`src/rtl/detector_baseline_tone_control_defines.svh`:
```
// Assertion macros shared by the detector tone control modules.
`ifndef DETECTOR_BASELINE_TONE_CONTROL_DEFINES_SVH
`define DETECTOR_BASELINE_TONE_CONTROL_DEFINES_SVH

// Checks a consequence in the same cycle as its condition.
`define DBTC_ASSERT_SAME(label, ante, cons, msg) \
   label: assert property (@(posedge clock) disable iff (reset) (ante) |-> (cons)) \
      else $error(msg);

// Checks a consequence in the cycle after its condition.
`define DBTC_ASSERT_NEXT(label, ante, cons, msg) \
   label: assert property (@(posedge clock) disable iff (reset) (ante) |=> (cons)) \
      else $error(msg);

`endif

```
`src/rtl/dbtc_pkg.sv`:
```
// Shared constants, types and command/status structs of the detector tone control.
package dbtc_pkg;

   localparam int WINDOW = 16;
   localparam int WARMUP = 16;
   localparam int LIMIT  = WARMUP * WINDOW;

   localparam int SMP_W  = 16;
   localparam int SUM_W  = SMP_W + $clog2(WINDOW);
   localparam int CNT_W  = $clog2(LIMIT + 1);
   localparam int FREQ_W = 11;
   localparam int PER_W  = 10;
   localparam int DUTY_W = 20;
   localparam int NUM_W  = 20;

   localparam logic [CNT_W-1:0]  SAMPLE_LIMIT = CNT_W'(LIMIT);
   localparam logic [NUM_W-1:0]  TICK_DIVIDEND = NUM_W'(1000000);
   localparam logic [FREQ_W-1:0] FREQ_MAX = FREQ_W'(2000);
   localparam logic [FREQ_W-1:0] FREQ_MIN = FREQ_W'(1000);
   localparam logic [SMP_W-1:0]  DIST_MAX = SMP_W'(20);
   localparam logic [PER_W-1:0]  PERIOD_MIN = PER_W'(500);
   localparam logic [PER_W-1:0]  PERIOD_MAX = PER_W'(1000);
   localparam int DIV_STEPS = NUM_W;
   localparam int STEP_W = $clog2(DIV_STEPS);

   // Period divided by 100 is taken as (period * 1311) >> 17, exact for periods up to 1000.
   localparam int RECIP_W = 11;
   localparam logic [RECIP_W-1:0] PERIOD_RECIP = RECIP_W'(1311);
   localparam int RECIP_SHIFT = 17;
   localparam int PROD_W = PER_W + RECIP_W;
   localparam int SCALE_W = PROD_W - RECIP_SHIFT;

   localparam logic [1:0] REQ_PROCESS = 2'd0;
   localparam logic [1:0] REQ_COMPARE = 2'd1;
   localparam logic [1:0] REQ_UPDATE  = 2'd2;

   localparam logic [1:0] CSR_SENSITIVITY = 2'd0;
   localparam logic [1:0] CSR_VOLUME      = 2'd1;
   localparam logic [1:0] CSR_PIN_POINT   = 2'd2;

   typedef struct packed {
      logic capture;
      logic apply;
      logic average;
      logic decide;
      logic scale;
      logic duty;
      logic load;
   } dbtc_cmd_type;

   typedef struct packed {
      logic tone_path;
      logic fire;
      logic div_done;
      logic out_free;
   } dbtc_status_type;

endpackage

```
`src/rtl/dbtc_divider.sv`:
```
// Restoring divider that computes the tone period from the tone frequency, one bit a cycle.
`include "detector_baseline_tone_control_defines.svh"
module dbtc_divider
   import dbtc_pkg::*;
(
   input  logic              clock,
   input  logic              reset,
   input  logic              start,
   input  logic [FREQ_W-1:0] divisor,
   output logic              done,
   output logic [PER_W-1:0]  quotient
);

   logic              busy_ff, busy_in;
   logic              done_ff, done_in;
   logic [STEP_W-1:0] step_ff, step_in;
   logic [FREQ_W-1:0] divisor_ff, divisor_in;
   logic [FREQ_W-1:0] rem_ff, rem_in;
   logic [NUM_W-1:0]  num_ff, num_in;
   logic [PER_W-1:0]  quo_ff, quo_in;
   logic [FREQ_W:0]   trial;
   logic [FREQ_W:0]   diff;
   logic              take;

   assign trial = {rem_ff, num_ff[NUM_W-1]};
   assign diff  = trial - {1'b0, divisor_ff};
   assign take  = trial >= {1'b0, divisor_ff};

   always_comb begin
      busy_in    = busy_ff;
      done_in    = 1'b0;
      step_in    = step_ff;
      divisor_in = divisor_ff;
      rem_in     = rem_ff;
      num_in     = num_ff;
      quo_in     = quo_ff;
      if (start) begin
         busy_in    = 1'b1;
         step_in    = '0;
         divisor_in = divisor;
         rem_in     = '0;
         num_in     = TICK_DIVIDEND;
         quo_in     = '0;
      end else if (busy_ff) begin
         rem_in = take ? diff[FREQ_W-1:0] : trial[FREQ_W-1:0];
         num_in = {num_ff[NUM_W-2:0], 1'b0};
         // The quotient never exceeds ten bits, so the upper bits shifted out are zero.
         quo_in = {quo_ff[PER_W-2:0], take};
         if (step_ff == STEP_W'(DIV_STEPS - 1)) begin
            busy_in = 1'b0;
            done_in = 1'b1;
         end else begin
            step_in = step_ff + STEP_W'(1);
         end
      end
   end

   always_ff @(posedge clock) begin
      if (reset) begin
         busy_ff <= 1'b0;
         done_ff <= 1'b0;
      end else begin
         busy_ff <= busy_in;
         done_ff <= done_in;
      end
      step_ff    <= step_in;
      divisor_ff <= divisor_in;
      rem_ff     <= rem_in;
      num_ff     <= num_in;
      quo_ff     <= quo_in;
   end

   assign done     = done_ff;
   assign quotient = quo_ff;

   `DBTC_ASSERT_NEXT(a_start_busy, start, busy_ff, "divider did not start")
   `DBTC_ASSERT_SAME(a_quotient_range, done_ff, quo_ff >= PERIOD_MIN && quo_ff <= PERIOD_MAX,
                     "tone period out of range")

endmodule

```
`src/rtl/dbtc_datapath.sv`:
```
// Datapath: sample windows, running sums, hysteresis decision, period and duty, result register.
`include "detector_baseline_tone_control_defines.svh"
module dbtc_datapath
   import dbtc_pkg::*;
(
   input  logic                  clock,
   input  logic                  reset,
   input  dbtc_cmd_type          cmd,
   output dbtc_status_type       status,
   input  logic                  csr_we,
   input  logic [1:0]            csr_index,
   input  logic [SMP_W-1:0]      csr_wdata,
   input  logic [1:0]            req_type,
   input  logic [SMP_W-1:0]      req_sample,
   output logic                  rsp_valid,
   input  logic                  rsp_stall,
   output logic [SMP_W-1:0]      rsp_search_value,
   output logic [DUTY_W-1:0]     rsp_tone_duty,
   output logic [PER_W-1:0]      rsp_tone_period,
   output logic                  rsp_start_burst,
   output logic                  rsp_warming_up
);

   logic [SMP_W-1:0]  sens_ff, volume_ff;
   logic              pin_ff;

   logic [1:0]        type_ff;
   logic [SMP_W-1:0]  sample_ff;
   logic              warm_ff;

   logic [SMP_W-1:0]  base_win_ff   [WINDOW];
   logic [SMP_W-1:0]  base_win_in   [WINDOW];
   logic [SMP_W-1:0]  search_win_ff [WINDOW];
   logic [SMP_W-1:0]  search_win_in [WINDOW];
   logic [SUM_W-1:0]  base_sum_ff, base_sum_in;
   logic [SUM_W-1:0]  search_sum_ff, search_sum_in;
   logic [SMP_W-1:0]  ref_ff, ref_in;
   logic [CNT_W-1:0]  count_ff, count_in;
   logic [SMP_W-1:0]  search_avg_ff, search_avg_in;
   logic [SMP_W-1:0]  last_diff_ff, last_diff_in;
   logic              burst_ff, burst_in;
   logic              pending_ff, pending_in;
   logic [DUTY_W-1:0] duty_ff, duty_in;
   logic [PER_W-1:0]  period_ff, period_in;
   logic [SMP_W-1:0]  dist_ff, dist_in;
   logic [FREQ_W-1:0] freq_ff, freq_in;
   logic [PROD_W-1:0] prod_ff, prod_in;
   logic              started_ff, started_in;

   logic              rsp_valid_ff, rsp_valid_in;
   logic [SMP_W-1:0]  rsp_value_ff;
   logic [DUTY_W-1:0] rsp_duty_ff;
   logic [PER_W-1:0]  rsp_period_ff;
   logic              rsp_start_ff;
   logic              rsp_warm_ff;

   logic              sample_nz;
   logic [SMP_W-1:0]  base_avg;
   logic [SMP_W-1:0]  avg_diff;
   logic              fire;
   logic              hold;
   logic              div_done;
   logic [PER_W-1:0]  quotient;
   logic [SUM_W-1:0]  search_sum_next;

   assign sample_nz = sample_ff != '0;
   assign base_avg  = SMP_W'(base_sum_ff / SUM_W'(WINDOW));
   assign avg_diff  = (base_avg >= search_avg_ff) ? base_avg - search_avg_ff
                                                  : search_avg_ff - base_avg;
   assign fire      = (avg_diff > sens_ff) && !burst_ff;
   // Inside the hysteresis band a pending burst compare keeps the current tone.
   assign hold      = pending_ff &&
                      !(({1'b0, avg_diff} + (SMP_W+1)'(2)) < {1'b0, sens_ff});

   assign search_sum_next = search_sum_ff + SUM_W'(sample_ff)
                            - SUM_W'(search_win_ff[WINDOW-1]);

   dbtc_divider u_divider (
      .clock    (clock),
      .reset    (reset),
      .start    (cmd.decide && fire),
      .divisor  (freq_ff),
      .done     (div_done),
      .quotient (quotient)
   );

   always_ff @(posedge clock) begin
      if (reset) begin
         sens_ff   <= '0;
         volume_ff <= '0;
         pin_ff    <= 1'b0;
      end else if (csr_we) begin
         case (csr_index)
            CSR_SENSITIVITY: sens_ff   <= csr_wdata;
            CSR_VOLUME:      volume_ff <= csr_wdata;
            CSR_PIN_POINT:   pin_ff    <= csr_wdata[0];
            default: begin
            end
         endcase
      end
   end

   always_comb begin
      base_win_in   = base_win_ff;
      search_win_in = search_win_ff;
      base_sum_in   = base_sum_ff;
      search_sum_in = search_sum_ff;
      ref_in        = ref_ff;
      count_in      = count_ff;
      search_avg_in = search_avg_ff;
      last_diff_in  = last_diff_ff;
      burst_in      = burst_ff;
      pending_in    = pending_ff;
      duty_in       = duty_ff;
      period_in     = period_ff;
      dist_in       = dist_ff;
      freq_in       = freq_ff;
      prod_in       = prod_ff;
      started_in    = started_ff;

      if (cmd.capture) begin
         started_in = 1'b0;
      end

      if (cmd.apply) begin
         case (type_ff)
            REQ_COMPARE: begin
               pending_in = 1'b0;
            end
            REQ_UPDATE: begin
               burst_in    = 1'b0;
               base_win_in = search_win_ff;
               base_sum_in = search_sum_ff;
            end
            REQ_PROCESS: begin
               dist_in = '0;
               if (warm_ff) begin
                  duty_in = '0;
                  if (sample_nz) begin
                     base_win_in[0]   = sample_ff;
                     search_win_in[0] = sample_ff;
                     for (int i = 1; i < WINDOW; i++) begin
                        base_win_in[i]   = base_win_ff[i-1];
                        search_win_in[i] = search_win_ff[i-1];
                     end
                     base_sum_in   = base_sum_ff + SUM_W'(sample_ff)
                                     - SUM_W'(base_win_ff[WINDOW-1]);
                     search_sum_in = search_sum_next;
                     ref_in        = sample_ff;
                     count_in      = count_ff + CNT_W'(1);
                     pending_in    = 1'b0;
                     burst_in      = 1'b0;
                  end
               end else if (sample_nz) begin
                  search_win_in[0] = sample_ff;
                  for (int i = 1; i < WINDOW; i++) begin
                     search_win_in[i] = search_win_ff[i-1];
                  end
                  search_sum_in = search_sum_next;
                  dist_in = (ref_ff > sample_ff) ? ref_ff - sample_ff : sample_ff - ref_ff;
               end
            end
            default: begin
            end
         endcase
      end

      if (cmd.average) begin
         if (sample_nz) begin
            search_avg_in = SMP_W'(search_sum_ff / SUM_W'(WINDOW));
         end
         // An offset of 50 per count reaches the 1000 floor beyond a distance of 20.
         if (dist_ff <= DIST_MAX) begin
            freq_in = FREQ_MAX - ((FREQ_W'(dist_ff) << 5) + (FREQ_W'(dist_ff) << 4)
                                  + (FREQ_W'(dist_ff) << 1));
         end else begin
            freq_in = FREQ_MIN;
         end
      end

      if (cmd.decide) begin
         last_diff_in = avg_diff;
         if (fire) begin
            if (!pin_ff) begin
               pending_in = 1'b1;
               burst_in   = 1'b1;
               started_in = 1'b1;
            end
         end else if (!hold) begin
            duty_in = '0;
         end
      end

      if (cmd.scale) begin
         period_in = quotient;
         prod_in   = PROD_W'(quotient) * PROD_W'(PERIOD_RECIP);
      end

      if (cmd.duty) begin
         duty_in = DUTY_W'(prod_ff[PROD_W-1:RECIP_SHIFT]) * DUTY_W'(volume_ff);
      end
   end

   always_ff @(posedge clock) begin
      if (reset) begin
         for (int i = 0; i < WINDOW; i++) begin
            base_win_ff[i]   <= '0;
            search_win_ff[i] <= '0;
         end
         base_sum_ff   <= '0;
         search_sum_ff <= '0;
         ref_ff        <= '0;
         count_ff      <= '0;
         search_avg_ff <= '0;
         last_diff_ff  <= '0;
         burst_ff      <= 1'b0;
         pending_ff    <= 1'b0;
         duty_ff       <= '0;
         period_ff     <= '0;
      end else begin
         base_win_ff   <= base_win_in;
         search_win_ff <= search_win_in;
         base_sum_ff   <= base_sum_in;
         search_sum_ff <= search_sum_in;
         ref_ff        <= ref_in;
         count_ff      <= count_in;
         search_avg_ff <= search_avg_in;
         last_diff_ff  <= last_diff_in;
         burst_ff      <= burst_in;
         pending_ff    <= pending_in;
         duty_ff       <= duty_in;
         period_ff     <= period_in;
      end
      dist_ff    <= dist_in;
      freq_ff    <= freq_in;
      prod_ff    <= prod_in;
      started_ff <= started_in;
   end

   always_ff @(posedge clock) begin
      if (cmd.capture) begin
         type_ff   <= req_type;
         sample_ff <= req_sample;
         warm_ff   <= count_ff < SAMPLE_LIMIT;
      end
   end

   // Result register: the next transaction may run while this one waits to be taken.
   always_comb begin
      rsp_valid_in = rsp_valid_ff;
      if (rsp_valid_ff && !rsp_stall) begin
         rsp_valid_in = 1'b0;
      end
      if (cmd.load) begin
         rsp_valid_in = 1'b1;
      end
   end

   always_ff @(posedge clock) begin
      if (reset) begin
         rsp_valid_ff <= 1'b0;
      end else begin
         rsp_valid_ff <= rsp_valid_in;
      end
      if (cmd.load) begin
         rsp_value_ff  <= last_diff_ff;
         rsp_duty_ff   <= duty_ff;
         rsp_period_ff <= period_ff;
         rsp_start_ff  <= started_ff;
         rsp_warm_ff   <= warm_ff;
      end
   end

   assign status.tone_path = (type_ff == REQ_PROCESS) && !warm_ff;
   assign status.fire      = fire;
   assign status.div_done  = div_done;
   assign status.out_free  = !rsp_valid_ff || !rsp_stall;

   assign rsp_valid        = rsp_valid_ff;
   assign rsp_search_value = rsp_value_ff;
   assign rsp_tone_duty    = rsp_duty_ff;
   assign rsp_tone_period  = rsp_period_ff;
   assign rsp_start_burst  = rsp_start_ff;
   assign rsp_warming_up   = rsp_warm_ff;

   `DBTC_ASSERT_SAME(a_count_saturates, 1'b1, count_ff <= SAMPLE_LIMIT,
                     "sample count passed the warm-up limit")
   `DBTC_ASSERT_SAME(a_start_sets_lockout, cmd.load && started_ff, burst_ff && pending_ff,
                     "burst started without lockout flags")

endmodule

```
`src/rtl/dbtc_ctrl.sv`:
```
// Controller state machine that sequences one transaction through the datapath.
`include "detector_baseline_tone_control_defines.svh"
module dbtc_ctrl
   import dbtc_pkg::*;
(
   input  logic            clock,
   input  logic            reset,
   input  logic            req_valid,
   output logic            req_stall,
   input  dbtc_status_type status,
   output dbtc_cmd_type    cmd
);

   typedef enum logic [7:0] {
      ST_IDLE    = 8'b0000_0001,
      ST_APPLY   = 8'b0000_0010,
      ST_AVERAGE = 8'b0000_0100,
      ST_DECIDE  = 8'b0000_1000,
      ST_DIVIDE  = 8'b0001_0000,
      ST_SCALE   = 8'b0010_0000,
      ST_DUTY    = 8'b0100_0000,
      ST_RESULT  = 8'b1000_0000
   } state_type;

   state_type state_ff, state_in;

   always_comb begin
      state_in = state_ff;
      cmd      = '0;
      case (state_ff)
         ST_IDLE: begin
            if (req_valid) begin
               cmd.capture = 1'b1;
               state_in    = ST_APPLY;
            end
         end
         ST_APPLY: begin
            cmd.apply = 1'b1;
            state_in  = status.tone_path ? ST_AVERAGE : ST_RESULT;
         end
         ST_AVERAGE: begin
            cmd.average = 1'b1;
            state_in    = ST_DECIDE;
         end
         ST_DECIDE: begin
            cmd.decide = 1'b1;
            state_in   = status.fire ? ST_DIVIDE : ST_RESULT;
         end
         ST_DIVIDE: begin
            if (status.div_done) begin
               state_in = ST_SCALE;
            end
         end
         ST_SCALE: begin
            cmd.scale = 1'b1;
            state_in  = ST_DUTY;
         end
         ST_DUTY: begin
            cmd.duty = 1'b1;
            state_in = ST_RESULT;
         end
         ST_RESULT: begin
            if (status.out_free) begin
               cmd.load = 1'b1;
               state_in = ST_IDLE;
            end
         end
         default: begin
            state_in = ST_IDLE;
         end
      endcase
   end

   always_ff @(posedge clock) begin
      if (reset) begin
         state_ff <= ST_IDLE;
      end else begin
         state_ff <= state_in;
      end
   end

   assign req_stall = state_ff != ST_IDLE;

   `DBTC_ASSERT_NEXT(a_fire_divides, state_ff == ST_DECIDE && status.fire,
                     state_ff == ST_DIVIDE, "tone decision did not start the divider")

endmodule

```
`src/rtl/detector_baseline_tone_control.sv`:
```
// Top level of the detector baseline and search-window tone control.
// One transaction at a time is processed. An event transaction, an unused request type or a
// warm-up sample goes from APPLY to RESULT; a sample after warm-up that leaves the tone
// alone also passes AVERAGE and DECIDE; one that sounds a new tone also waits in DIVIDE for
// the 20-step bit-serial divider that turns the tone frequency into its period, then passes
// SCALE and DUTY. The result sits in an output register, so a new transaction is accepted
// while a finished one waits to be taken. Configuration registers: index 0 sensitivity,
// 1 volume, 2 pin-point mode; write them only while no transaction is in flight.
module detector_baseline_tone_control
   import dbtc_pkg::*;
(
   input  logic              clock,
   input  logic              reset,
   input  logic              csr_we,
   input  logic [1:0]        csr_index,
   input  logic [SMP_W-1:0]  csr_wdata,
   input  logic              req_valid,
   output logic              req_stall,
   input  logic [1:0]        req_type,
   input  logic [SMP_W-1:0]  req_sample,
   output logic              rsp_valid,
   input  logic              rsp_stall,
   output logic [SMP_W-1:0]  rsp_search_value,
   output logic [DUTY_W-1:0] rsp_tone_duty,
   output logic [PER_W-1:0]  rsp_tone_period,
   output logic              rsp_start_burst,
   output logic              rsp_warming_up
);

   dbtc_cmd_type    cmd;
   dbtc_status_type status;

   dbtc_ctrl u_ctrl (
      .clock     (clock),
      .reset     (reset),
      .req_valid (req_valid),
      .req_stall (req_stall),
      .status    (status),
      .cmd       (cmd)
   );

   dbtc_datapath u_datapath (
      .clock            (clock),
      .reset            (reset),
      .cmd              (cmd),
      .status           (status),
      .csr_we           (csr_we),
      .csr_index        (csr_index),
      .csr_wdata        (csr_wdata),
      .req_type         (req_type),
      .req_sample       (req_sample),
      .rsp_valid        (rsp_valid),
      .rsp_stall        (rsp_stall),
      .rsp_search_value (rsp_search_value),
      .rsp_tone_duty    (rsp_tone_duty),
      .rsp_tone_period  (rsp_tone_period),
      .rsp_start_burst  (rsp_start_burst),
      .rsp_warming_up   (rsp_warming_up)
   );

endmodule

```
`config.mk`:
```
export PLATFORM = sky130hd
export DESIGN_NAME = detector_baseline_tone_control
export DESIGN_NICKNAME = d
export VERILOG_FILES = /design/src/rtl/dbtc_pkg.sv /design/src/rtl/dbtc_divider.sv /design/src/rtl/dbtc_datapath.sv /design/src/rtl/dbtc_ctrl.sv /design/src/rtl/detector_baseline_tone_control.sv
export VERILOG_INCLUDE_DIRS = /design/src /design/src/rtl
export SDC_FILE = /design/constraint.sdc
export NUM_CORES = 2
export LEC_CHECK = 0
export ABC_AREA = 1
export BUFFER_PORTS_ARGS = -buffer_cell sky130_fd_sc_hd__clkbuf_2
export CORE_ASPECT_RATIO = 0.5
export CORE_MARGIN = 10
export CORE_UTILIZATION = 30
export DETAILED_ROUTE_END_ITERATION = 8
export GPL_ROUTABILITY_DRIVEN = 1
export MAX_ROUTING_LAYER = met4
export PLACE_DENSITY_LB_ADDON = 0.12
export SYNTH_ARGS = -nofsm -noshare
export SYNTH_HDL_FRONTEND = slang
export SYNTH_SLANG_ARGS = --single-unit
```
`constraint.sdc`:
```
create_clock -name clock -period 4.53 [get_ports clock]
set_input_delay 0.2265 -clock clock [delete_from_list [all_inputs] [get_ports clock]]
set_output_delay 0.2265 -clock clock [all_outputs]
set_load 0.03 [all_outputs]
```
* Yosys cells after proc, flatten, opt, wreduce, memory -nomap -nowiden *
Cells that the tools add are included.
W data, S select, Z words.

storage, ports and cells
  register bits = 852
  bits of input ports = 41
  output and inout port bits = 50

cells by class
  add/subtract/negate cells = 15
  multipliers = 2
  magnitude comparators = 7
  equality and inequality tests = 19
  multiplexer cells = 55
  bitwise logic cells = 3
  reductions and logical operators = 28

operators with widths
  operator                  number
  $mux W256                 2
  $pmux W256 S2             1
  $mux W20                  9
  $pmux W8 S8               1
  $sub A16 B16 Y16          4
  $add A20 B16 Y20          2
  $mux W8                   5
  $pmux W20 S2              1
  $sub A20 B16 Y20          2
  $gt A16 B16 Y1            2
  $mux W16                  2
  $mux W1                   31
  $add A11 B11 Y11          2
  $mul A10 B11 Y21 const B  1
  $mul A4 B16 Y20           1
  $add A16 B2 Y17 const B   1
  $lt A17 B16 Y1            1
  $ge A16 B16 Y1            1
  $le A16 B5 Y1 const B     1
  $reduce_bool A16 Y1       1
  $ge A12 B11 Y1            1
  $reduce_and A2 Y1         6
  $mux W11                  1
  $sub A11 B11 Y11          1
  other kinds (29)          49

* Logic depth before layout (Yosys ltp) *
  depth in word-level cells = 10
  depth in mapped cells = 36

* Cells and area by module *
A second synthesis with hierarchy kept.

second synthesis, totals
  cells, all modules = 5,642
  area total of the unflattened synthesis = 43,446.7 um2

by module, submodules not included
  module         instances  cells an instance  area an instance (um2)  sequential area each (um2)
  dbtc_datapath  1          5,191              40,178.5                16,445.8
  dbtc_divider   1          372                2,760.1                 1,171.1
  dbtc_ctrl      1          79                 508.0                   160.2

* Least setup slack after synthesis *
No wires, ideal clock.

  path kind = register to register
  start point = register u_datapath.u_divider.quo_ff[7] (netlist: u_datapath.u_divider.quotient[7])
  end point = register u_datapath.prod_ff[19] (data pin)
  setup time = 258 ps
  data arrival time = 4,063 ps
  setup slack = 209 ps
  cell stages (with the launch flop) = 18
  path buffers = 0
  cell sequence = dfxtp_1 > fa_1 > inv_1 > fa_1 > inv_1 > fa_1 > fa_1 > inv_1 > fa_1 > inv_1 > ha_1 > a21oi_1 > o21ai_0 > a21oi_1 > o21ai_0 > nand2_1 > nand2_1 > xor2_1

between the ends
  cells in the longest elaborated chain, start to end = 1

RTL lines
  what                    line                  RTL
  start, declared         dbtc_divider.sv:20    logic [PER_W-1:0] quo_ff, quo_in;
  start signal, assigned  dbtc_divider.sv:70    quo_ff <= quo_in;
  $mul A10 B11 Y21        dbtc_datapath.sv:196  prod_in = PROD_W'(quotient) * PROD_W'(PERIOD_RECIP);
  end signal, assigned    dbtc_datapath.sv:236  prod_ff <= prod_in;
  end, declared           dbtc_datapath.sv:47   logic [PROD_W-1:0] prod_ff, prod_in;

No other way between the ends.
A chain may end at the register's enable or synchronous reset.

* Worst setup path in the final report *
  start point = register u_datapath.u_divider.quo_ff[9] (netlist: u_datapath.u_divider.quotient[9])
  end point = register u_datapath.prod_ff[17] (data pin)

Same word-level chain as after synthesis.

==> flow_summary.toml <==
[run_status]
status = "finished clean"

[clocking]
cts_tree = "done"
cts.sinks = 833
cts_max_path_buffers = 3
cts_buffers = 86
path_clk_slew_ns = 0.07
htree_levels = 3
worst_skew_pair.late_latency_ns = 0.71
root_buffer = "clkbuf_16"

[routing]
vias_per_cell = 4.71
route.detailed.drc = 0
drt-wirelength-per-cell_um = 15.7
vias = 35300
antenna_left = 0
first_pass_iters = 6
wirelength_mm = 117
drtIter0Drc = 2336

[sta]
clock_skew_ns = 0.0552
setup_viol = 0
relSlewSlack_pct = 28.1
finalMaxSlewViolations = 0
tightestPinTransition_ns = 1.08
hold_viol = 0
min_period_ns = 4.32
timing.fmax_mhz = 232
period_share_pct = 95.3
tns_ns = 0
fin_ws_ns = 0.211

[floorplanning]
core_um2 = 141000
die_w_um = 555
ios = 91
die_area_um2 = 159000
die_y_um = 287
row_count = 97
start_util_pct = 30.4

[logic_synthesis]
ys_seq_area_share_pct = 41.4
syn_inst = 5530
yosysTopAreaCell = "dfxtp_1"
synth.net_count = 5921
dominantRegCellSynth = "dfxtp_1"
synth.cell_area_um2 = 42900
netlist.area_leader.share_pct = 33.9
synthDistinctLibCells = 55
yosys-top-cells-area = "dfxtp_1 (34%), a21oi_1 (12%), o21ai_0 (8.6%)"
synth-seq-cells = 833
yosys_warnings = 0
synth_edf_count = 107
synthArstFlopShare_pct = 0
syn-mean-instance-area_um2 = 7.75
synth_most_common_cell = "a21oi_1"
yosys-top-cells-count = "a21oi_1 (1064), inv_1 (816), o21ai_0 (738)"

[global_route]
antenna_found_initial = 3
grt_pass1_vias = 34500
grt_pass1_wl_mm = 189
grt_remaining_overflow = 0
track_usage_pct = 14.7
grt_max_degree = 178

[power_and_ir_drop]
total_leakage_power_nw = 20.6
power_density_nw_per_um2 = 431
peakVddDrop_v = 0.000350
internal_power_mw = 14.3
p_seq_share_pct = 37.9
power.total_mw = 21.2
clkPwrFrac_pct = 35.6
power.switching_mw = 6.91
swShare_pct = 32.7
combinationalPowerShare_pct = 26.5

[setup_path]
crit_chain = "fa_2 -> inv_1 -> fa_1 -> inv_1 -> fa_1 -> fa_1 -> inv_1 -> fa_1 -> inv_1 -> ha_4 -> a21oi_2 -> o21ai_0 -> a21oi_1 -> o21ai_1 -> buf_4 -> xor2_1"
slowest_stage = "fa_2"
crit_family = "adder cells"
crit_buf_inv = 5
crit_type = "register to register"
required_ns = 5.00
r2r_setup_slack_ns = 0.21
rr_startpoint = "u_datapath.u_divider.quotient[9]"
end_kind = "register"
ff2ff_path_depth = 16
cp_data_arrival_time_ns = 4.79
worstSetupStartpointType = "register"
rr_endpoint = "u_datapath.prod_ff[17]"
slowest_delay_ns = 0.61
cp_max_fo = 3

[placement]
dpl.hpwl_mm = 78.9
pre_cts_slack_ns = -0.0169
gp_congestion = 0.856
place_area_um2 = 45400
port_buffers = 90

[final_layout]
area_delta_synth_final_pct = 14.6
nNetsFinal = 5928
final_layout_size_suffix_gt1_share_pct = 8.11
design_area_um2 = 49100

[hold_path]
min_to = "u_datapath.pin_ff"
hp-start = "csr_index[1]"
hp-class = "primary input to register"
holdPathStages = 4

[job]
cap_violations = 0
==> per-layer routing <==
metal	up-vias	global-route usage, %	part of all wire (%)
li1	18300	-	-
met1	16400	20.1	51
met2	466	22.9	44
met3	141	2.16	3.2
met4	0	3.25	1.9
met5	-	-	0
==> cell usage in the layout (no fill, tap or decap), types with 16 or more instances in the layout <==
master         synthesis  final
xnor2_1               22     22
nor3_1                30     29
edfxtp_1             107    107
a21oi_1             1064   1060
clkbuf_16              0     91
nand3_1               85     81
clkbuf_1             287     17
o211ai_1              32     32
nand2_1              545    538
inv_1                816    814
nand4_1               33     33
nor2_1               428    416
ha_1                 257    250
dfxtp_1              726    725
buf_4                  0     75
dlygate4sd3_1          0     41
clkinv_2               1     16
a21oi_2               21     25
nand2_2               29     35
fa_1                  93     90
xor2_1                60     60
buf_12                 0     18
clkbuf_8               0     18
clkbuf_2               0     90
o21ai_0              738    736
==> power groups by stage <==
stage,combinational (mW),clock (mW),sequential [mW]
after floorplan,4.04,0,8.10
after global placement,5.43,0,8.18
after detailed placement,5.42,0,8.18
after CTS,5.51,7.80,8.02
after global routing,6.53,8.10,8.06
final,5.61,7.53,8.02
==> worst max path at each step <==
stage                                      from                endpoint  depth (start not counted)
6_report       u_datapath.u_divider.quotient[9]  u_datapath.prod_ff[17]                         16
5_1_grt               u_datapath.base_sum_ff[5]  u_datapath.duty_ff[12]                         30
4_1_cts        u_datapath.u_divider.quotient[7]  u_datapath.prod_ff[17]                         16
3_5_place_dp   u_datapath.u_divider.quotient[7]  u_datapath.prod_ff[17]                         16
3_3_place_gp   u_datapath.u_divider.quotient[7]  u_datapath.prod_ff[19]                         17
2_1_floorplan  u_datapath.u_divider.quotient[7]  u_datapath.prod_ff[19]                         17
==> cell families (layout without fill, tap and decap cells) <==
group | count (synthesis) | after routing | share of synthesized area, %
multiplexers | 1 | 1 | 0.0234
flip-flops | 833 | 833 | 41.4
other | 0 | 2 | 0
AND/OR/NAND/NOR | 1196 | 1196 | 11.6
AO/OA/AOI/OAI | 1934 | 1934 | 23.4
XOR/XNOR | 82 | 82 | 1.68
buffers and inverters | 1134 | 1214 | 10.0
adder cells (fa/ha/maj) | 350 | 350 | 11.8
==> worst min-delay path: cells and delay by family <==
kind | cells | cell delay (ns)
AO/OA/AOI/OAI | 2 | 0.22
AND/OR/NAND/NOR | 1 | 0.19
buffers and inverters | 1 | 0.10
==> sequential cells by signal (all words and copies together) (netlist names), 20 cells and up <==
register and cells:
u_datapath.base_win_ff 256, u_datapath.search_win_ff 256, u_datapath.base_sum_ff 20, u_datapath.duty_ff 20, u_datapath.rsp_tone_duty 20, u_datapath.search_sum_ff 20
==> cell type report <==
class / instances / area [um^2]
Antenna cell: 2 / 5.00
Tap cell: 1881 / 2350
Timing Repair Buffer: 227 / 1850
Fill cell: 14700 / 91800
Multi-Input combinational cell: 3563 / 21000
Clock buffer: 125 / 2540
Inverter: 826 / 3130
Sequential cell: 833 / 17700
Clock inverter: 36 / 449
==> metrics by stage <==
step | hold WS, ns | std cells | util, %
global placement | 0.403 | 7278 | 32.2
floorplan | 0.325 | 5530 | -
finish | 0.0715 | 7493 | 34.9
global route | 0.0519 | 7493 | 34.9
CTS | 0.0227 | 7480 | 34.6
detailed placement | 0.405 | 7278 | 32.2
==> repair_timing <==
item,CTS,global route
hold buffers,41,0
hold endpoints to repair,56,0
endpoints found under the setup margin,0,24
setup buffers,0,8
resized for setup,0,49
No activity file was read; power rests on OpenSTA's default activity.
